### config.mk
export PLATFORM = sky130hd
export DESIGN_NAME = mvpm_csr
export DESIGN_NICKNAME = d
export VERILOG_FILES = /design/src/design/mvpm_pkg.sv /design/src/design/mvpm_csr.sv
export SDC_FILE = /design/constraint.sdc
export NUM_CORES = 1
export LEC_CHECK = 0
export BUFFER_PORTS_ARGS = -buffer_cell sky130_fd_sc_hd__clkbuf_2
export CORE_AREA = 2 2 43 74
export CTS_CLUSTER_DIAMETER = 40
export DETAILED_ROUTE_END_ITERATION = 6
export DIE_AREA = 0 0 45 76
export GPL_ROUTABILITY_DRIVEN = 1
export PLACE_DENSITY = 0.71
export SYNTH_ARGS = -nofsm -noshare
export SYNTH_HDL_FRONTEND = slang
export SYNTH_SLANG_ARGS = --single-unit
### constraint.sdc
create_clock -name clock -period 0.9 [get_ports clock]
set_input_delay 0.18 -clock clock [delete_from_list [all_inputs] [get_ports clock]]
set_output_delay 0.18 -clock clock [all_outputs]
set_load 0.05 [all_outputs]
### src/design/mvpm_pkg.sv
// Shared types, constants and codes of the multi-voice PCM sample mixer.
package mvpm_pkg;

   localparam int VOICES           = 16;
   localparam int SAMPLE_ADDR_BITS = 16;
   localparam int SMEM_DEPTH       = 1 << SAMPLE_ADDR_BITS;
   localparam int VOICE_BITS       = 4;
   localparam int DISC_VOICES      = 8;
   localparam int SUM_BITS         = 19;
   localparam int PROD_BITS        = 16;

   localparam logic [VOICE_BITS-1:0] LAST_VOICE_NORM = VOICE_BITS'(VOICES - 1);
   localparam logic [VOICE_BITS-1:0] LAST_VOICE_DISC = VOICE_BITS'(DISC_VOICES - 1);

   localparam logic [7:0] P_BASE_NORM     = 8'h00;
   localparam logic [7:0] P_BASE_DISC     = 8'h40;
   localparam logic [7:0] S_BASE_NORM     = 8'h80;
   localparam logic [7:0] S_BASE_DISC     = 8'hc0;
   localparam logic [7:0] BANK_MASK_FIXED = 8'h70;
   localparam logic [7:0] BANK_MASK_SEL   = 8'hfc;
   localparam logic [7:0] CTL_STOPPED     = 8'h01;
   localparam logic [7:0] REG_RESET_VALUE = 8'hff;
   localparam logic [23:0] BANK_RESET     = 24'h70000c;

   // register offsets inside a voice's parameter (P_) and status (S_) block
   localparam logic [7:0] P_LVOL     = 8'd2;
   localparam logic [7:0] P_RVOL     = 8'd3;
   localparam logic [7:0] P_LOOP_MID = 8'd4;
   localparam logic [7:0] P_LOOP_HI  = 8'd5;
   localparam logic [7:0] P_END      = 8'd6;
   localparam logic [7:0] P_STEP     = 8'd7;
   localparam logic [7:0] S_ADDR_MID = 8'd4;
   localparam logic [7:0] S_ADDR_HI  = 8'd5;
   localparam logic [7:0] S_CTL      = 8'd6;

   localparam logic CSR_DISCRETE = 1'b0;
   localparam logic CSR_BANK     = 1'b1;

   localparam logic KIND_READ = 1'b0;
   localparam logic KIND_TICK = 1'b1;

   typedef enum logic [1:0] {
      REQ_REG_WR  = 2'd0,
      REQ_REG_RD  = 2'd1,
      REQ_SMEM_WR = 2'd2,
      REQ_TICK    = 2'd3
   } req_kind_type;

   // register memory read pairs
   typedef enum logic [2:0] {
      RD_NONE,
      RD_BUS,
      RD_CTL,
      RD_ADDR,
      RD_LOOP,
      RD_VOL,
      RD_STEP
   } rd_op_type;

   typedef enum logic [3:0] {
      OP_NONE,
      OP_REG_WR,
      OP_SMEM_WR,
      OP_BUS_RD,
      OP_TICK_START,
      OP_FRAC_CLR,
      OP_STOP_WR,
      OP_ADDR_LOAD,
      OP_SMEM_RD,
      OP_MUL,
      OP_ACC,
      OP_WB_MID,
      OP_WB_HI
   } dp_op_type;

   typedef struct packed {
      logic [VOICE_BITS-1:0] voice;
      rd_op_type             rd_op;
      dp_op_type             op;
   } cmd_type;

   typedef struct packed {
      logic stopped;
      logic one_shot;
      logic at_end;
   } stat_type;

   typedef struct packed {
      logic        discrete_mode;
      logic [23:0] bank_setting;
   } cfg_type;

endpackage

### src/design/mvpm_csr.sv
// Configuration registers: discrete layout select and bank setting.
module mvpm_csr (
   input  logic             clock,
   input  logic             reset,
   input  logic             csr_valid,
   output logic             csr_ready,
   input  logic             csr_index,
   input  logic [23:0]      csr_wdata,
   output mvpm_pkg::cfg_type cfg
);
   import mvpm_pkg::*;

   cfg_type cfg_ff;

   assign csr_ready = 1'b1;
   assign cfg       = cfg_ff;

   always_ff @(posedge clock) begin
      if (reset) begin
         cfg_ff.discrete_mode <= 1'b0;
         cfg_ff.bank_setting  <= BANK_RESET;
      end else if (csr_valid) begin
         case (csr_index)
            CSR_DISCRETE: cfg_ff.discrete_mode <= csr_wdata[0];
            CSR_BANK:     cfg_ff.bank_setting  <= csr_wdata;
            default:      cfg_ff.discrete_mode <= cfg_ff.discrete_mode;
         endcase
      end
   end

endmodule

== After elaboration in Yosys (flattened, before gate mapping) ==
Cells that the tools add are included.

* Bits in registers: 25
* Bits in latches: 0
* RAM bits: 0
* Memory bits (read-only): 0
* Output and inout bits: 26
* Memories kept: 0

* Add/sub/neg operators: 0
* Multiply operators: 0
* Div/mod/pow operators: 0
* Order comparisons: 0
* Equality and inequality tests: 0
* Shift-type cells: 0
* Multiplexer cells: 0
* Bitwise logic cells: 1
* Reductions and logical operators: 2

{| class="wikitable"
|+ Operators with widths
! cell !! number
|-
| $reduce_and A2 Y1 || 2
|-
| $not A1 Y1 || 1
|}

== Longest topological paths before layout ==
* Depth after elaboration: 2
* Gate-level depth with buffers: 5
* Depth with buffers taken out: 2

== Worst setup path after synthesis ==
OpenSTA, ideal clock, no wires.

* Path type: register to register
* Start point: reg cfg[10] (netlist name)
* End point: reg cfg_ff, in the netlist cfg[10]
* Setup time: 70 ps
* Arrival time: 984 ps
* Required time: 830 ps
* Path slack: -154 ps
* Cell stages (with the launch flop): 3
* Cells stage by stage: dfxtp_1 -> a21bo_2 -> a21oi_1

{| class="wikitable"
|+ RTL lines
! item !! line !! source
|-
| end, declared || mvpm_csr.sv:13 || <nowiki>cfg_type cfg_ff;</nowiki>
|}

== Worst setup path in the final report ==
* Start point: reg cfg_ff, in the netlist cfg[1]
* End point: out cfg[1] in the netlist's numbering

{| class="wikitable"
|+ RTL lines
! item !! line !! source
|-
| end, declared || mvpm_csr.sv:9 || <nowiki>output mvpm_pkg::cfg_type cfg</nowiki>
|}

No word-level cell between the ends.

==> flow_summary.toml <==
[outcome]
outcome = "complete, but fails checks"
violations = "negative setup slack"

[die]
core_area_mm2 = 0.00286
num_rows = 26
start_util_pct = 37.2
die_h_um = 76
io_pins = 54
die_w_um = 45
die-area_mm2 = 0.00342

[timing]
fin_crit_ns = 0.959
slew_violations = 0
max_freq_mhz = 1040
skew_ns = 0
hold_viol = 0
whs_ns = 0.134
fin_crit_sh_pct = 107
setup_viol = 25
rsz0062_at_grt = "yes"
setup_slack_ns = -0.0593
finalSetupTns_ns = -1.18

[global_routing]
grt_usage_pct = 16.6
antenna_found_initial = 0
grt_pass1_wl_mm = 4.47
grt_max_degree = 25
grt-ovfl-total = 0
grt_pass1_vias = 1076

[setup_path]
critPathLaunchType = "register"
crit_path_cell_trace = "clkbuf_16"
critical_path_class = "reg2out"
cp_slowest_cell = "dfxtp_4"
crit_path_end_kind = "output port"
cp_data_required_time_ns = 0.72
cp_top_family = "flip-flops"
critical_path_buf_inv_count = 1
cp_max_fo = 2
critical_path.max_stage_delay_ns = 0.35
regToRegSetupSlack_ns = 0.10
arrival_ns = 0.78

[final_layout]
fin_nets = 191
area_growth_pct = 79.2
final_area_mm2 = 0.00191
diodes = 0
layout_common_cells = "27 x clkbuf_2, 18 x nand3_1, 18 x a21oi_1"
final_common_cell = "clkbuf_2"
final_util_pct = 66.7
largest_register_ffs = 25
drive_gt1_share_pct = 66.0

[power]
power.internal_w = 0.00181
leakagePower_nw = 0.829
total_power_w = 0.00254
swShare_pct = 28.6
peakVddDrop_v = 0.00108
clock_power_share_pct = 25.0
p_per_area_mw_per_mm2 = 1330
power_frac_comb_pct = 28.0
seqPwrFrac_pct = 47.0
switchingPower_w = 0.000726

[clock_tree]
cts_made_buffers = 3
root_buffer = "clkbuf_8"
cts.sinks = 25
cts_max_level = 1
insertion_delay_ns = 0.26
cts_buffer_depth = 2
clk_pin_slew_worst_paths_ns = 0.08
cts_tree = "built"

[synth]
synth_xor_area_share_pct = 0
synth-compound-area-share_pct = 29.5
yosysSeqAreaShare_pct = 47.0
synth.distinct_cells = 15
yosysWarningCount = 0
yosys.area_share.simple_pct = 14.3
synthAdderAreaFrac_pct = 0
synth_top_family_by_area = "compound AO/OA/AOI/OAI gates"
muxShareOfSynthArea_pct = 1.88
synth.net_count = 138
synth-seq-cells = 25
syn_inst = 110
netlist_area_mm2 = 0.00106
synth.avg_cell_area_um2 = 9.68

[drt]
drc = 0
vias = 998
vias_per_cell = 5.25
postRouteAntennaNets = 0
drtIter0Drc = 9
routed_wl_mm = 2.62
wl_per_cell_um = 13.8
firstDrtPassIters = 3

[placed_design]
routabilityCongestion = 0.700
hpwlAfterDp_mm = 1.83
portBuffers = 52
place_area_mm2 = 0.00143

[flow_run]
max_cap_violations = 0

[min_path]
hold_class = "in2reg"
[stage by stage]
step                std cells  setup slack [ns]
floorplan                 110          -0.00139
global placement          184           -0.0650
detailed placement        184            -0.107
CTS                       189           -0.0744
global route              190           -0.0836
finish                    190           -0.0593
[cell type report]
cell class                 count  area [um^2]
tap                           28         35.0
sequential                    25          569
clock buffer                   4         45.0
fill                         227          955
timing repair buffer          61          763
multi-input combinational     72          495
[Yosys cell counts (all sizes together)]
library cell,instances,area [um^2]
a211o,5,43.8
a21bo,18,180
a21oi,18,90.1
and3,5,31.3
buf,9,58.8
clkbuf,4,15.0
conb,1,3.75
dfxtp,25,500
mux2i,2,20.0
nand2,1,6.26
nand2b,4,25.0
nand3,18,90.1
[power by group through the flow]
stage | Clock [W] | Combinational (W) | Sequential (W)
global route | 0.000702 | 0.000746 | 0.00120
floorplan | 0 | 0.000190 | 0.00139
finish | 0.000634 | 0.000710 | 0.00119
CTS | 0.000680 | 0.000698 | 0.00119
detailed placement | 0 | 0.000540 | 0.00119
global placement | 0 | 0.000528 | 0.00119
[logic make-up (layout without fill, tap and decap cells)]
logic type / after synthesis / count (layout)
AOI/OAI and AO/OA: 41 / 41
buffers and inverters: 13 / 65
DFF: 25 / 25
muxes: 2 / 2
other: 1 / 1
and+or+nand+nor: 28 / 28
[what timing repair did]
item	in CTS	in global routing
setup endpoints to repair	25	25
pin swaps	0	0
setup buffers	1	1
cloned	0	0
resized for setup	73	9
hold buffers	0	0
[final timing paths]
path | end | cells after the start | from
max reg2reg | cfg[24] | 4 | cfg[24]
max | cfg[1] | 1 | cfg[1]
min | cfg[13] | 3 | csr_wdata[13]
min reg2reg | cfg[3] | 1 | cfg[3]
[routing by layer]
layer,track usage [%],share of wire (%)
met1,17.4,38
met2,29.6,56
met3,3.08,5.6
met4,7.94,1.0
met5,0,0
(Power assumes the default switching activity.)
