<file path="config.mk">
export PLATFORM = sky130hd
export DESIGN_NAME = mvpm_ctrl
export DESIGN_NICKNAME = d
export VERILOG_FILES = /design/src/design/mvpm_pkg.sv /design/src/design/mvpm_ctrl.sv
export SDC_FILE = /design/constraint.sdc
export NUM_CORES = 1
export LEC_CHECK = 0
export BUFFER_PORTS_ARGS = -buffer_cell sky130_fd_sc_hd__buf_2
export CORE_MARGIN = 8
export CORE_UTILIZATION = 46
export CTS_CLUSTER_DIAMETER = 30
export DETAILED_ROUTE_END_ITERATION = 12
export PLACE_DENSITY = 0.84
export SYNTH_ARGS = -nofsm -noshare
export SYNTH_HDL_FRONTEND = slang
export SYNTH_SLANG_ARGS = --single-unit
</file>
<file path="constraint.sdc">
create_clock -name clock -period 4 [get_ports clock]
set_clock_uncertainty 0.1 [all_clocks]
set_input_delay 0.8 -clock clock [delete_from_list [all_inputs] [get_ports clock]]
set_output_delay 0.8 -clock clock [all_outputs]
set_load 0.005 [all_outputs]
</file>
<file path="src/design/mvpm_pkg.sv">
// Shared types, constants and codes of the multi-voice PCM sample mixer.
package mvpm_pkg;

   localparam int VOICES           = 16;
   localparam int SAMPLE_ADDR_BITS = 16;
   localparam int SMEM_DEPTH       = 1 << SAMPLE_ADDR_BITS;
   localparam int VOICE_BITS       = 4;
   localparam int DISC_VOICES      = 8;
   localparam int SUM_BITS         = 19;
   localparam int PROD_BITS        = 16;

   localparam logic [VOICE_BITS-1:0] LAST_VOICE_NORM = VOICE_BITS'(VOICES - 1);
   localparam logic [VOICE_BITS-1:0] LAST_VOICE_DISC = VOICE_BITS'(DISC_VOICES - 1);

   localparam logic [7:0] P_BASE_NORM     = 8'h00;
   localparam logic [7:0] P_BASE_DISC     = 8'h40;
   localparam logic [7:0] S_BASE_NORM     = 8'h80;
   localparam logic [7:0] S_BASE_DISC     = 8'hc0;
   localparam logic [7:0] BANK_MASK_FIXED = 8'h70;
   localparam logic [7:0] BANK_MASK_SEL   = 8'hfc;
   localparam logic [7:0] CTL_STOPPED     = 8'h01;
   localparam logic [7:0] REG_RESET_VALUE = 8'hff;
   localparam logic [23:0] BANK_RESET     = 24'h70000c;

   // register offsets inside a voice's parameter (P_) and status (S_) block
   localparam logic [7:0] P_LVOL     = 8'd2;
   localparam logic [7:0] P_RVOL     = 8'd3;
   localparam logic [7:0] P_LOOP_MID = 8'd4;
   localparam logic [7:0] P_LOOP_HI  = 8'd5;
   localparam logic [7:0] P_END      = 8'd6;
   localparam logic [7:0] P_STEP     = 8'd7;
   localparam logic [7:0] S_ADDR_MID = 8'd4;
   localparam logic [7:0] S_ADDR_HI  = 8'd5;
   localparam logic [7:0] S_CTL      = 8'd6;

   localparam logic CSR_DISCRETE = 1'b0;
   localparam logic CSR_BANK     = 1'b1;

   localparam logic KIND_READ = 1'b0;
   localparam logic KIND_TICK = 1'b1;

   typedef enum logic [1:0] {
      REQ_REG_WR  = 2'd0,
      REQ_REG_RD  = 2'd1,
      REQ_SMEM_WR = 2'd2,
      REQ_TICK    = 2'd3
   } req_kind_type;

   // register memory read pairs
   typedef enum logic [2:0] {
      RD_NONE,
      RD_BUS,
      RD_CTL,
      RD_ADDR,
      RD_LOOP,
      RD_VOL,
      RD_STEP
   } rd_op_type;

   typedef enum logic [3:0] {
      OP_NONE,
      OP_REG_WR,
      OP_SMEM_WR,
      OP_BUS_RD,
      OP_TICK_START,
      OP_FRAC_CLR,
      OP_STOP_WR,
      OP_ADDR_LOAD,
      OP_SMEM_RD,
      OP_MUL,
      OP_ACC,
      OP_WB_MID,
      OP_WB_HI
   } dp_op_type;

   typedef struct packed {
      logic [VOICE_BITS-1:0] voice;
      rd_op_type             rd_op;
      dp_op_type             op;
   } cmd_type;

   typedef struct packed {
      logic stopped;
      logic one_shot;
      logic at_end;
   } stat_type;

   typedef struct packed {
      logic        discrete_mode;
      logic [23:0] bank_setting;
   } cfg_type;

endpackage

</file>
<file path="src/design/mvpm_ctrl.sv">
// Controller: bus request decode and per-voice tick sequencer.
module mvpm_ctrl (
   input  logic              clock,
   input  logic              reset,
   input  logic              start,
   input  logic [1:0]        req_type,
   input  mvpm_pkg::cfg_type  cfg,
   input  mvpm_pkg::stat_type stat,
   output mvpm_pkg::cmd_type  cmd,
   output logic              busy,
   output logic              rsp_strobe
);
   import mvpm_pkg::*;

   typedef enum logic [3:0] {
      ST_IDLE,
      ST_BUS_WAIT,
      ST_RD_CTL,
      ST_RD_ADDR,
      ST_RD_LOOP,
      ST_RD_VOL,
      ST_RD_STEP,
      ST_EVAL,
      ST_SMP,
      ST_MUL,
      ST_ACC,
      ST_WB_MID,
      ST_WB_HI,
      ST_RESP
   } state_type;

   state_type             state_ff, state_in;
   logic [VOICE_BITS-1:0] voice_ff, voice_in;
   logic [VOICE_BITS-1:0] last_voice;
   logic                  last;
   state_type             after_voice;

   assign busy       = (state_ff != ST_IDLE);
   assign rsp_strobe = (state_ff == ST_RESP);
   assign last_voice = cfg.discrete_mode ? LAST_VOICE_DISC : LAST_VOICE_NORM;
   assign last       = (voice_ff == last_voice);
   assign after_voice = last ? ST_RESP : ST_RD_CTL;

   always_comb begin
      state_in  = state_ff;
      voice_in  = voice_ff;
      cmd.voice = voice_ff;
      cmd.rd_op = RD_NONE;
      cmd.op    = OP_NONE;
      case (state_ff)
         ST_IDLE: begin
            if (start) begin
               case (req_kind_type'(req_type))
                  REQ_REG_WR:  cmd.op = OP_REG_WR;
                  REQ_SMEM_WR: cmd.op = OP_SMEM_WR;
                  REQ_REG_RD: begin
                     cmd.op    = OP_BUS_RD;
                     cmd.rd_op = RD_BUS;
                     state_in  = ST_BUS_WAIT;
                  end
                  REQ_TICK: begin
                     cmd.op   = OP_TICK_START;
                     voice_in = '0;
                     state_in = ST_RD_CTL;
                  end
                  default: cmd.op = OP_NONE;
               endcase
            end
         end
         ST_BUS_WAIT: state_in = ST_RESP;
         ST_RD_CTL: begin
            cmd.rd_op = RD_CTL;
            state_in  = ST_RD_ADDR;
         end
         ST_RD_ADDR: begin
            cmd.rd_op = RD_ADDR;
            state_in  = ST_RD_LOOP;
         end
         ST_RD_LOOP: begin
            cmd.rd_op = RD_LOOP;
            state_in  = ST_RD_VOL;
         end
         ST_RD_VOL: begin
            cmd.rd_op = RD_VOL;
            state_in  = ST_RD_STEP;
         end
         ST_RD_STEP: begin
            cmd.rd_op = RD_STEP;
            state_in  = ST_EVAL;
         end
         ST_EVAL: begin
            if (stat.stopped) begin
               cmd.op   = OP_FRAC_CLR;
               state_in = after_voice;
               voice_in = voice_ff + 1'b1;
            end else if (stat.at_end && stat.one_shot) begin
               cmd.op   = OP_STOP_WR;
               state_in = after_voice;
               voice_in = voice_ff + 1'b1;
            end else begin
               cmd.op   = OP_ADDR_LOAD;
               state_in = ST_SMP;
            end
         end
         ST_SMP: begin
            cmd.op   = OP_SMEM_RD;
            state_in = ST_MUL;
         end
         ST_MUL: begin
            cmd.op   = OP_MUL;
            state_in = ST_ACC;
         end
         ST_ACC: begin
            cmd.op   = OP_ACC;
            state_in = ST_WB_MID;
         end
         ST_WB_MID: begin
            cmd.op   = OP_WB_MID;
            state_in = ST_WB_HI;
         end
         ST_WB_HI: begin
            cmd.op   = OP_WB_HI;
            state_in = after_voice;
            voice_in = voice_ff + 1'b1;
         end
         ST_RESP: state_in = ST_IDLE;
         default: state_in = ST_IDLE;
      endcase
   end

   always_ff @(posedge clock) begin
      if (reset) begin
         state_ff <= ST_IDLE;
         voice_ff <= '0;
      end else begin
         state_ff <= state_in;
         voice_ff <= voice_in;
      end
   end

endmodule

</file>
Word level (Yosys, flattened, before mapping)
Index checks and enable logic that the tools add are counted.
Storage, ports and cells
  word-level logic and storage cells: 50
  input port bits: 33
  output and inout bits: 13
  register bits: 8
Operators by class
  add/subtract/negate cells: 1
  reduce and logical (&&, ||, !) cells: 7
  multiplexer cells: 19
  equality and inequality tests: 21
Operators by type and width (count)
  $pmux W4 S13: 1
  $mux W4: 9
  $pmux W4 S7: 1
  $eq A4 B4 Y1 const B: 6
  $pmux W3 S6: 1
  $eq A4 B3 Y1 const B: 4
  $pmux W4 S4: 1
  $pmux W4 S3: 1
  $eq A4 B2 Y1 const B: 2
  $pmux W4 S2: 1
  $mux W5: 1
  $add A4 B1 Y4 const B: 1
  $eq A2 B2 Y1 const B: 2
  $eq A4 B1 Y1 const B: 1
  $eq A4 B4 Y1: 1
  $logic_not A4 Y1: 1
  $reduce_and A4 Y1: 1
  $reduce_bool A4 Y1: 1
  $ne A3 B1 Y1 const B: 1
  $ne A3 B3 Y1 const B: 1
  $reduce_bool A3 Y1: 1
  $eq A2 B1 Y1 const B: 1
  $logic_not A2 Y1: 1
  $mux W1: 2
  5 further kinds: 5

Longest topological paths before layout
Gate-level depths: netlist of run 1.
  depth after elaboration: 6
  depth in mapped cells: 6
  mapped depth without buffers: 5

Worst setup path after synthesis of run 1
No wires, ideal clock.
  path kind: input port to output port
  from: input req_type[1]
  to: output cmd[4] (netlist name)
  path buffers: 0
  required time: 3100 ps
  slack: 1745 ps
  arrival time: 1355 ps
  stages: 5
  cell sequence: inv_1 -> ha_1 -> a31oi_1 -> o21a_1 -> nor2_1
RTL lines
  from (decl): RTL line mvpm_ctrl.sv:6  | input logic [1:0] req_type,
  to (decl): RTL line mvpm_ctrl.sv:9  | output mvpm_pkg::cmd_type cmd,

==> results of run 1 <==
[Yosys cell counts (2+ instances only)]
| cell | count |
|---|---|
| sky130_fd_sc_hd__o21ai_0 | 9 |
| sky130_fd_sc_hd__dfxtp_1 | 8 |
| sky130_fd_sc_hd__nor2_1 | 8 |
| sky130_fd_sc_hd__a21oi_1 | 7 |
| sky130_fd_sc_hd__nand2_1 | 7 |
| sky130_fd_sc_hd__a31oi_1 | 5 |
| sky130_fd_sc_hd__ha_1 | 5 |
| sky130_fd_sc_hd__nand2b_1 | 5 |
| sky130_fd_sc_hd__buf_2 | 4 |
| sky130_fd_sc_hd__inv_1 | 4 |
| sky130_fd_sc_hd__nand3_1 | 3 |
| sky130_fd_sc_hd__a221o_1 | 2 |
| sky130_fd_sc_hd__a32oi_1 | 2 |
| sky130_fd_sc_hd__and2_1 | 2 |
| sky130_fd_sc_hd__mux2i_1 | 2 |
| sky130_fd_sc_hd__nand3b_1 | 2 |
| sky130_fd_sc_hd__nor2b_1 | 2 |
| sky130_fd_sc_hd__nor3b_1 | 2 |
[worst paths after layout]
path                                   end  cells after the start  slack, ps                startpoint
setup / recovery                    cmd[1]                      5       1310  state_ff[2]$_SDFFE_PP0P_
hold / removal    voice_ff[3]$_SDFFE_PP0P_                      2        390  voice_ff[3]$_SDFFE_PP0P_
setup reg to reg  voice_ff[2]$_SDFFE_PP0P_                      4       2210  state_ff[2]$_SDFFE_PP0P_
hold reg to reg   voice_ff[3]$_SDFFE_PP0P_                      2        390  voice_ff[3]$_SDFFE_PP0P_
[through the flow]
| step | hold slack (ps) | instance area (um^2) | total power, W | util, % |
|---|---|---|---|---|
| after floorplan | 382 | 791 | 0.000312 | - |
| after global placement | 376 | 882 | 0.000360 | 52.8 |
| after detailed placement | 392 | 882 | 0.000366 | 52.8 |
| after CTS | 400 | 905 | 0.000427 | 54.2 |
| after global routing | 420 | 905 | 0.000464 | 54.2 |
| final | 394 | 905 | 0.000427 | 54.2 |
[layout make-up]
type | count | area, um^2
Timing Repair Buffer | 21 | 105
Multi-Input combinational cell | 83 | 581
Fill cell | 160 | 766
Inverter | 4 | 15.0
Sequential cell | 8 | 160
Clock buffer | 3 | 22.5
Tap cell | 17 | 21.3
[registers in the layout, summed over array words and instances (netlist names)]
signal / count
state_ff: 4
voice_ff: 4
[tightest hold or removal path, stage by stage, from the launching register on]
cell                      delay (ps)
sky130_fd_sc_hd__dfxtp_1         330
sky130_fd_sc_hd__nand2_1          60
sky130_fd_sc_hd__mux2i_1          50
[layer usage]
metal  share of wire, %  GRT usage, %  wire length [um]  up-vias
met1                 44          12.1               865      372
met2                 50          21.1               971       37
met5                  0             0                 0        -
met3                5.6          4.26               110        0
li1                   -             -                 -      404
met4                  0          4.29                 0        0
[logic make-up (layout without fill, tap and decap cells)]
group	Yosys count	in the layout	share of synthesized area, %
compound gates	34	34	29.1
xor+xnor	2	2	2.22
fa+ha+maj	5	5	7.91
buf+inv	10	28	6.33
flops	8	8	20.3
mux	2	2	2.53
simple gates	40	40	31.6
[power by group]
group          switching, W  leakage [nW]  internal (W)
registers         0.0000642        0.0649     0.0000938
clock network     0.0000258        0.0138     0.0000342
logic              0.000105         0.336      0.000105
total              0.000195         0.415      0.000233
==> Flow_metrics.wiki, run 1 <==
{| class="wikitable"
! Metric !! Value
|-
| Number of enable-type register cells in the synthesized netlist || 0
|-
| Hold-fix buffers at CTS || 0
|-
| Time the final worst path needs with I/O delays and setup || 2690 ps
|-
| Ant. Diodes || 0
|-
| Final-report hold violation count || 0
|-
| Fin nets || 159
|-
| Number of placed cells counting well taps || between 100 and 150
|-
| Path class of the lowest-slack min-delay path || reg -> reg
|-
| Commonest non-fill, non-tap cell in the layout || sky130_fd_sc_hd__buf_2
|-
| PD cells || around 470 nW/um^2
|-
| Fin crit share || approximately two thirds
|-
| Number of global-route vias before repair || ~760
|-
| Max-cap violations || 0
|-
| Detailed-route vias per instance || about 6
|-
| Library cells used by synthesis || 40
|-
| Category of the critical setup timing path || reg -> out
|-
| Most frequently used flop master after synthesis || sky130_fd_sc_hd__dfxtp_1
|-
| Cell accounting for the most synthesized area || sky130_fd_sc_hd__dfxtp_1
|-
| Setup TNS || 0 ps
|-
| Synthesis-stage register bit count || 8
|-
| Buffer count from post-CTS setup fixing || 0
|-
| Headroom to the max-slew limit || 55.9%
|-
| CP Data Arrival Time || about 1800 ps
|-
| DPL Wire Length || 1490 um
|-
| Launching element type of the critical path || register
|-
| Pin slew with the least headroom to its limit || approximately 660 ps
|-
| Maximum vdd drop || ~260 uV
|-
| Maximum number of pins on one net before global-route repair || 20
|-
| FP Rows || 15
|-
| First-pass GRT wire length || 3190 um
|-
| Max-slew violation count || 0
|-
| Final setup violation count || 0
|-
| Starting DRT DRC Count || 30
|-
| CP Max Fanout || 19
|-
| Clock Tree Root || sky130_fd_sc_hd__clkbuf_4
|-
| Static power due to leakage || about 0.42 nW
|-
| Top-level I/O count || 46
|-
| Avg Synthesized Cell Area || roughly 7.8 um^2
|-
| Cell-by-cell listing of the critical path || nand2b_1 -> nor3b_1 -> o21ai_0 -> nand2_1 -> buf_2
|-
| Sequential area share after synthesis || 20.3%
|-
| Worst-path cell with the longest stage delay || sky130_fd_sc_hd__dfxtp_1
|-
| Run status || finished, final reports clean
|-
| Gate count after technology mapping || roughly 100
|-
| DRC violation count after routing || 0
|-
| Routed wirelength normalized by instance count || roughly 14 um
|-
| Height of the chip || roughly 57 um
|-
| Stage delay of the slowest cell on the critical path || 740 ps
|-
| H-tree levels || 1
|-
| CTS clk-pin slew, worst paths || roughly 50 ps
|-
| Width of the die || ~57 um
|-
| Final antenna-violating net count || 0
|-
| Total buffers and inverters traversed by the critical path || 1
|-
| Worst slack at placement || roughly 1400 ps
|-
| Syn-to-layout area delta || 14.4%
|-
| CTS tree || built
|-
| Overall fraction of global-route tracks in use || about an eighth
|-
| Initial Util || a little under half
|-
| Count of clock tree sinks || 8
|-
| Core box area || 1670 um^2
|-
| Total grt overflow || 0
|-
| Routed vias || 813
|-
| Share of post-route cells with drive strength above 1 || 26.1%
|-
| Ys async rst share || 0%
|-
| CP required || 3100 ps
|-
| RSZ-0062 raised after global routing || no
|-
| Syn. warnings || 0
|-
| Timing-limited maximum frequency || about 0.37 GHz
|-
| Clk buf depth || 2
|-
| Die Footprint || around 3300 um^2
|-
| Last weighted congestion value of the routability-driven placer || 0.859
|-
| Top post-synthesis cells by area || sky130_fd_sc_hd__dfxtp_1 20%, sky130_fd_sc_hd__ha_1 7.9%, sky130_fd_sc_hd__o21ai_0 5.7%
|-
| Number of antenna violations at the first check in global routing || 0
|-
| CTS resizes || 0
|-
| Most used cells in the layout excluding fill and tap cells || 21 x sky130_fd_sc_hd__buf_2, 9 x sky130_fd_sc_hd__o21ai_0, 8 x sky130_fd_sc_hd__nor2_1, 8 x sky130_fd_sc_hd__dfxtp_1
|-
| Area fraction of the dominant cell type after synthesis || roughly a fifth
|-
| Final Worst Setup Slack || roughly 1300 ps
|-
| IO Port Bufs || 21
|-
| Total iterations of the first detailed-routing run || 4
|-
| Post-Synthesis Cell Area || just under 800 um^2
|-
| Total length of routed wires || around 1900 um
|-
| Kind of cell with the highest combined delay on the critical path || flip-flops
|-
| Number of buffers inserted during clock tree synthesis || 3
|-
| Clock network latency to the later pin of the worst-skew pair || roughly 250 ps
|-
| Critical path endpoint category || primary output
|-
| Net count of the mapped netlist || 139
|-
| Non-filler cells, final || approximately 140
|}
No activity file was read; power rests on OpenSTA's default activity.
==> run 2, diff against run 1 <==
--- a/config.mk
+++ b/config.mk
@@ -7,10 +7,10 @@
 export LEC_CHECK = 0
 export BUFFER_PORTS_ARGS = -buffer_cell sky130_fd_sc_hd__buf_2
 export CORE_MARGIN = 8
-export CORE_UTILIZATION = 46
+export CORE_UTILIZATION = 39
 export CTS_CLUSTER_DIAMETER = 30
 export DETAILED_ROUTE_END_ITERATION = 12
-export PLACE_DENSITY = 0.84
+export PLACE_DENSITY = 0.76
 export SYNTH_ARGS = -nofsm -noshare
 export SYNTH_HDL_FRONTEND = slang
 export SYNTH_SLANG_ARGS = --single-unit
==> constraint.sdc (replaced) <==
create_clock -name clock -period 2.3 [get_ports clock]
set_clock_uncertainty 0.1 [all_clocks]
set_input_delay 0.46 -clock clock [delete_from_list [all_inputs] [get_ports clock]]
set_output_delay 0.46 -clock clock [all_outputs]
set_load 0.005 [all_outputs]
==> Flow_metrics.wiki, run 2 (same netlist as run 1, synthesis figures left out) <==
{| class="wikitable"
! Metric !! Value
|-
| Beginning of the worst register-to-register path || state_ff[1]$_SDFFE_PP0P_
|-
| Total length of routed wires || 1920 um (-1.4%)
|-
| DPL Wire Length || 1490 um (+0.18%)
|-
| Clk buf depth || 2 (unchanged)
|-
| FP Rows || 16 (+1)
|-
| Non-filler cells, final || 147 (+8.1%)
|-
| Maximum number of pins on one net before global-route repair || 20 (unchanged)
|-
| H-tree levels || 1 (unchanged)
|-
| Height of the chip || 61.0 um (+6.2%)
|-
| CTS resizes || 0 (unchanged)
|-
| Max-cap violations || 0 (unchanged)
|-
| Cell count of the worst reg-to-reg path || 4 (unchanged)
|-
| Worst Setup SP || state_ff[1]$_SDFFE_PP0P_
|-
| Worst slack at placement || 323 ps (-1130 ps)
|-
| Starting DRT DRC Count || 15 (-50%)
|-
| Launching element type of the critical path || register
|-
| Critical path endpoint category || primary output
|-
| Overall fraction of global-route tracks in use || 10.7% (-1.0 points)
|-
| Total iterations of the first detailed-routing run || 4 (unchanged)
|-
| CP Max Fanout || 17 (-2)
|-
| Critical Path Sink || cmd[0]
|-
| RSZ-0062 raised after global routing || no
|-
| Routed wirelength normalized by instance count || 13.1 um (-8.8%)
|-
| Pin slew with the least headroom to its limit || 571 ps (-89.6 ps)
|-
| Syn-to-layout area delta || 17.2%
|-
| Worst flop-to-flop path endpoint || voice_ff[2]$_SDFFE_PP0P_
|-
| Headroom to the max-slew limit || 61.9% (+6.0 points)
|-
| Core box area || 1940 um^2 (+16%)
|-
| Width of the die || 61.0 um (+6.2%)
|-
| Category of the critical setup timing path || reg -> out
|-
| Timing-limited maximum frequency || ~0.47 GHz
|-
| Total power || 0.000756 W (+77%)
|-
| DRC violation count after routing || 0 (unchanged)
|-
| Initial Util || 40.7% (-6.6 points)
|-
| Clock Tree Root || sky130_fd_sc_hd__clkbuf_4
|-
| Path class of the lowest-slack min-delay path || in -> reg
|-
| Die Footprint || 3720 um^2 (+13%)
|-
| Buffer count from post-CTS setup fixing || 0 (unchanged)
|-
| Final Worst Setup Slack || 193 ps (-1120 ps)
|-
| Final setup violation count || 0 (unchanged)
|-
| Count of clock tree sinks || 8 (unchanged)
|-
| Commonest non-fill, non-tap cell in the layout || sky130_fd_sc_hd__buf_2
|-
| Detailed-route vias per instance || 5.55 (-7.1%)
|-
| Number of global-route vias before repair || 745 (-1.8%)
|-
| Number of antenna violations at the first check in global routing || 0 (unchanged)
|-
| CP Data Arrival Time || 1550 ps (-240 ps)
|-
| Run status || finished, final reports clean
|-
| CTS tree || built
|-
| Final Hold Slack || 307 ps (-87.7 ps)
|-
| Fin nets || 160 (+0.63%)
|-
| Number of buffers inserted during clock tree synthesis || 3 (unchanged)
|-
| Number of placed cells counting well taps || 144 (+8.3%)
|-
| Setup slack on the worst flop-to-flop path || 600 ps (-1610 ps)
|-
| Time the final worst path needs with I/O delays and setup || 2110 ps
|-
| Last weighted congestion value of the routability-driven placer || 0.879 (+2.4%)
|-
| Hold-fix buffers at CTS || 0 (unchanged)
|-
| IO Port Bufs || 21 (unchanged)
|-
| First-pass GRT wire length || 3120 um (-2.2%)
|-
| Top-level I/O count || 46 (unchanged)
|-
| CTS clk-pin slew, worst paths || 60 ps (about the same)
|-
| Largest registers || state_ff x4, voice_ff x4
|-
| Filler cell count || 209 (+31%)
|-
| Ant. Diodes || 0 (unchanged)
|-
| Fin crit share || between 90% and 100%
|-
| PD cells || 816 nW/um^2 (+73%)
|-
| Final-report hold violation count || 0 (unchanged)
|-
| Routed vias || 816 (+0.37%)
|-
| Maximum vdd drop || 518 uV (+98%)
|-
| Max-slew violation count || 0 (unchanged)
|-
| CP required || 1740 ps (-1360 ps)
|-
| Final antenna-violating net count || 0 (unchanged)
|-
| Static power due to leakage || 0.421 nW (+1.5%)
|-
| Clock network latency to the later pin of the worst-skew pair || 260 ps (about the same)
|-
| Most used cells in the layout excluding fill and tap cells || 21 x sky130_fd_sc_hd__buf_2, 9 x sky130_fd_sc_hd__o21ai_0, 8 x sky130_fd_sc_hd__nor2_1
|-
| Setup TNS || 0 ps (unchanged)
|-
| Total grt overflow || 0 (unchanged)
|-
| Share of post-route cells with drive strength above 1 || 28.3% (+2.3 points)
|}
==> run 2: worst max-delay path, stage by stage, from the launching register on <==
cell and delay (ps):
sky130_fd_sc_hd__dfxtp_1 480, sky130_fd_sc_hd__nor4_4 480, sky130_fd_sc_hd__o211ai_1 150, sky130_fd_sc_hd__nand2_1 80, sky130_fd_sc_hd__buf_2 100
==> run 2: stage by stage <==
| stage | instance area (um^2) | util, % |
|---|---|---|
| 6_report | 927 | 47.7 |
| 5_1_grt | 927 | 47.7 |
| 4_1_cts | 925 | 47.6 |
| 3_5_place_dp | 902 | 46.5 |
| 3_3_place_gp | 902 | 46.5 |
| 2_1_floorplan | 791 | - |
==> run 2: metal layers <==
| layer | wire, um | global-route usage (%) |
|---|---|---|
| met5 | 0 | 0 |
| met1 | 820 | 12.9 |
| met2 | 1020 | 17.8 |
| met4 | 29 | 5.98 |
| met3 | 54 | 1.46 |
==> run 2: cell type report <==
cell class	instances	area (um^2)	area share (%)
Inverter	4	15.0	1.62
Clock buffer	3	22.5	2.43
Timing Repair Buffer	22	113	12.1
Tap cell	27	33.8	3.64
Multi-Input combinational cell	83	581	62.6
Sequential cell	8	163	17.5
==> run 2: how the worst min path moves through the flow <==
stage / start / endpoint / slack [ps] / cells after the start
after global placement: voice_ff[3]$_SDFFE_PP0P_ / voice_ff[3]$_SDFFE_PP0P_ / 370 / 2
final: reset / voice_ff[0]$_SDFFE_PP0P_ / 310 / 2
after floorplan: voice_ff[3]$_SDFFE_PP0P_ / voice_ff[3]$_SDFFE_PP0P_ / 380 / 2
after global routing: reset / voice_ff[0]$_SDFFE_PP0P_ / 310 / 2
after CTS: reset / voice_ff[0]$_SDFFE_PP0P_ / 310 / 2
after detailed placement: voice_ff[3]$_SDFFE_PP0P_ / voice_ff[3]$_SDFFE_PP0P_ / 400 / 2
==> run 2: power by group <==
| part | internal [W] | switching, W |
|---|---|---|
| combinational | 0.000191 | 0.000196 |
| sequential | 0.000165 | 0.0000931 |
| clock | 0.0000599 | 0.0000506 |
==> run 3, diff against run 2 <==
--- a/config.mk
+++ b/config.mk
@@ -6,7 +6,6 @@
 export NUM_CORES = 1
 export LEC_CHECK = 0
 export BUFFER_PORTS_ARGS = -buffer_cell sky130_fd_sc_hd__buf_2
-export CORE_MARGIN = 8
 export CORE_UTILIZATION = 39
 export CTS_CLUSTER_DIAMETER = 30
 export DETAILED_ROUTE_END_ITERATION = 12
==> Flow_metrics.wiki, run 3 (same netlist as run 1, synthesis figures left out) <==
{| class="wikitable"
! Metric !! Value
|-
| CTS resizes || 0 (unchanged)
|-
| Largest registers || state_ff x4, voice_ff x4
|-
| Commonest non-fill, non-tap cell in the layout || sky130_fd_sc_hd__buf_2
|-
| Starting DRT DRC Count || 20 (+5)
|-
| Detailed-route vias per instance || 5.62 (+1.2%)
|-
| CP required || 1740 ps (about the same)
|-
| Max-cap violations || 0 (unchanged)
|-
| Overall fraction of global-route tracks in use || 18.6% (+7.9 points)
|-
| Share of post-route cells with drive strength above 1 || 28.6% (+0.24 points)
|-
| Non-filler cells, final || 144 (-2.0%)
|-
| Launching element type of the critical path || register
|-
| Fin nets || 159 (-0.63%)
|-
| Total grt overflow || 0 (unchanged)
|-
| Maximum number of pins on one net before global-route repair || 20 (unchanged)
|-
| Clock network latency to the later pin of the worst-skew pair || 250 ps (about the same)
|-
| Category of the critical setup timing path || reg -> out
|-
| Time the final worst path needs with I/O delays and setup || 2160 ps (+52.5 ps)
|-
| Last weighted congestion value of the routability-driven placer || 0.784 (-11%)
|-
| CTS clk-pin slew, worst paths || 60 ps (about the same)
|-
| Syn-to-layout area delta || 16.1%
|-
| Final-report hold violation count || 0 (unchanged)
|-
| Clock Tree Root || sky130_fd_sc_hd__clkbuf_4
|-
| CTS tree || built
|-
| Ant. Diodes || 0 (unchanged)
|-
| CP Data Arrival Time || 1600 ps (+50 ps)
|-
| H-tree levels || 1 (unchanged)
|-
| Top-level I/O count || 46 (unchanged)
|-
| Static power due to leakage || 0.416 nW (-1.2%)
|-
| Final setup violation count || 0 (unchanged)
|-
| Total length of routed wires || 1760 um (-8.4%)
|-
| Width of the die || 47.0 um (-23%)
|-
| Fin crit share || 93.9% (+2.3 points)
|-
| Path class of the lowest-slack min-delay path || in -> reg
|-
| DRC violation count after routing || 0 (unchanged)
|-
| Routed wirelength normalized by instance count || 12.2 um (-6.5%)
|-
| Final antenna-violating net count || 0 (unchanged)
|-
| Maximum vdd drop || 637 uV (+23%)
|-
| Most used cells in the layout excluding fill and tap cells || 21 x sky130_fd_sc_hd__buf_2, 9 x sky130_fd_sc_hd__o21ai_0, 8 x sky130_fd_sc_hd__nor2_1
|-
| Final Worst Setup Slack || 141 ps (-52.5 ps)
|-
| Core box area || 1820 um^2 (-6.2%)
|-
| Number of antenna violations at the first check in global routing || 0 (unchanged)
|-
| Timing-limited maximum frequency || 0.463 GHz (-2.4%)
|-
| Critical path endpoint category || primary output
|-
| CP Max Fanout || 17 (unchanged)
|-
| PD cells || 810 nW/um^2 (-0.66%)
|-
| DPL Wire Length || 1300 um (-13%)
|-
| Total iterations of the first detailed-routing run || 4 (unchanged)
|-
| Number of global-route vias before repair || 686 (-7.9%)
|-
| RSZ-0062 raised after global routing || no
|-
| Run status || finished, final reports clean
|-
| Initial Util || 43.4% (+2.7 points)
|-
| Clk buf depth || 2 (unchanged)
|-
| Height of the chip || 47.0 um (-23%)
|-
| Die Footprint || 2210 um^2 (-41%)
|-
| Max-slew violation count || 0 (unchanged)
|-
| Count of clock tree sinks || 8 (unchanged)
|-
| IO Port Bufs || 21 (unchanged)
|-
| Headroom to the max-slew limit || 61.4% (-0.52 points)
|-
| FP Rows || 15 (-1)
|-
| Buffer count from post-CTS setup fixing || 0 (unchanged)
|-
| Pin slew with the least headroom to its limit || 578 ps (+7.77 ps)
|-
| Number of placed cells counting well taps || 141 (-2.1%)
|-
| Worst slack at placement || 308 ps (-14.6 ps)
|-
| Hold-fix buffers at CTS || 0 (unchanged)
|-
| First-pass GRT wire length || 2950 um (-5.3%)
|-
| Number of buffers inserted during clock tree synthesis || 3 (unchanged)
|-
| Setup TNS || 0 ps (unchanged)
|-
| Routed vias || 809 (-0.86%)
|}
run 3: changes by cell type in the layout (fill, tap and decap cells not counted), sizes merged:
cell / change
buf: -1
run 3: cell type report:
| cell class | count | area [um^2] |
|---|---|---|
| fillers | 189 | 902 |
| clock buffers | 3 | 22.5 |
| inverters | 4 | 15.0 |
| repair buffers | 21 | 105 |
| well taps | 25 | 31.3 |
| flip-flops and latches | 8 | 164 |
| multi-input cells | 83 | 581 |
run 3: metal layers:
metal	track usage [%]	vias to the layer above	wire length, um
li1	-	408	-
met1	25.1	372	802
met2	28.9	27	864
met3	3.85	2	77
met4	7.43	0	14
met5	0	-	0
run 3: final timing paths:
path | from | end | slack, ps | cells past startpoint
worst max register to register | state_ff[3]$_SDFFE_PP0P_ | voice_ff[2]$_SDFFE_PP0P_ | 660 | 4
worst min-delay path | reset | voice_ff[0]$_SDFFE_PP0P_ | 310 | 2
worst max-delay path | state_ff[3]$_SDFFE_PP0P_ | cmd[1] | 140 | 5
worst min register to register | voice_ff[3]$_SDFFE_PP0P_ | voice_ff[3]$_SDFFE_PP0P_ | 390 | 2
run 3: through the flow:
| stage | power [W] | utilization, % | cell area, um^2 | hold WS [ps] |
|---|---|---|---|---|
| detailed placement | 0.000630 | 49.0 | 892 | 391 |
| finish | 0.000744 | 50.4 | 918 | 313 |
| global placement | 0.000624 | 49.0 | 892 | 374 |
| floorplan | 0.000542 | - | 791 | 382 |
| CTS | 0.000739 | 50.2 | 915 | 318 |
| global route | 0.000813 | 50.4 | 918 | 312 |
run 3: worst max-delay path: stages (launching register included):
cell	delay, ps
sky130_fd_sc_hd__dfxtp_1	680
sky130_fd_sc_hd__nand2b_1	240
sky130_fd_sc_hd__nor3b_1	60
sky130_fd_sc_hd__o21ai_0	170
sky130_fd_sc_hd__nand2_1	70
sky130_fd_sc_hd__buf_2	120
run 3: power by group:
part	switching [W]	internal [W]	total (W)
combinational	0.000174	0.000181	0.000355
sequential	0.000114	0.000168	0.000282
clock	0.0000477	0.0000597	0.000107
total	0.000336	0.000408	0.000744
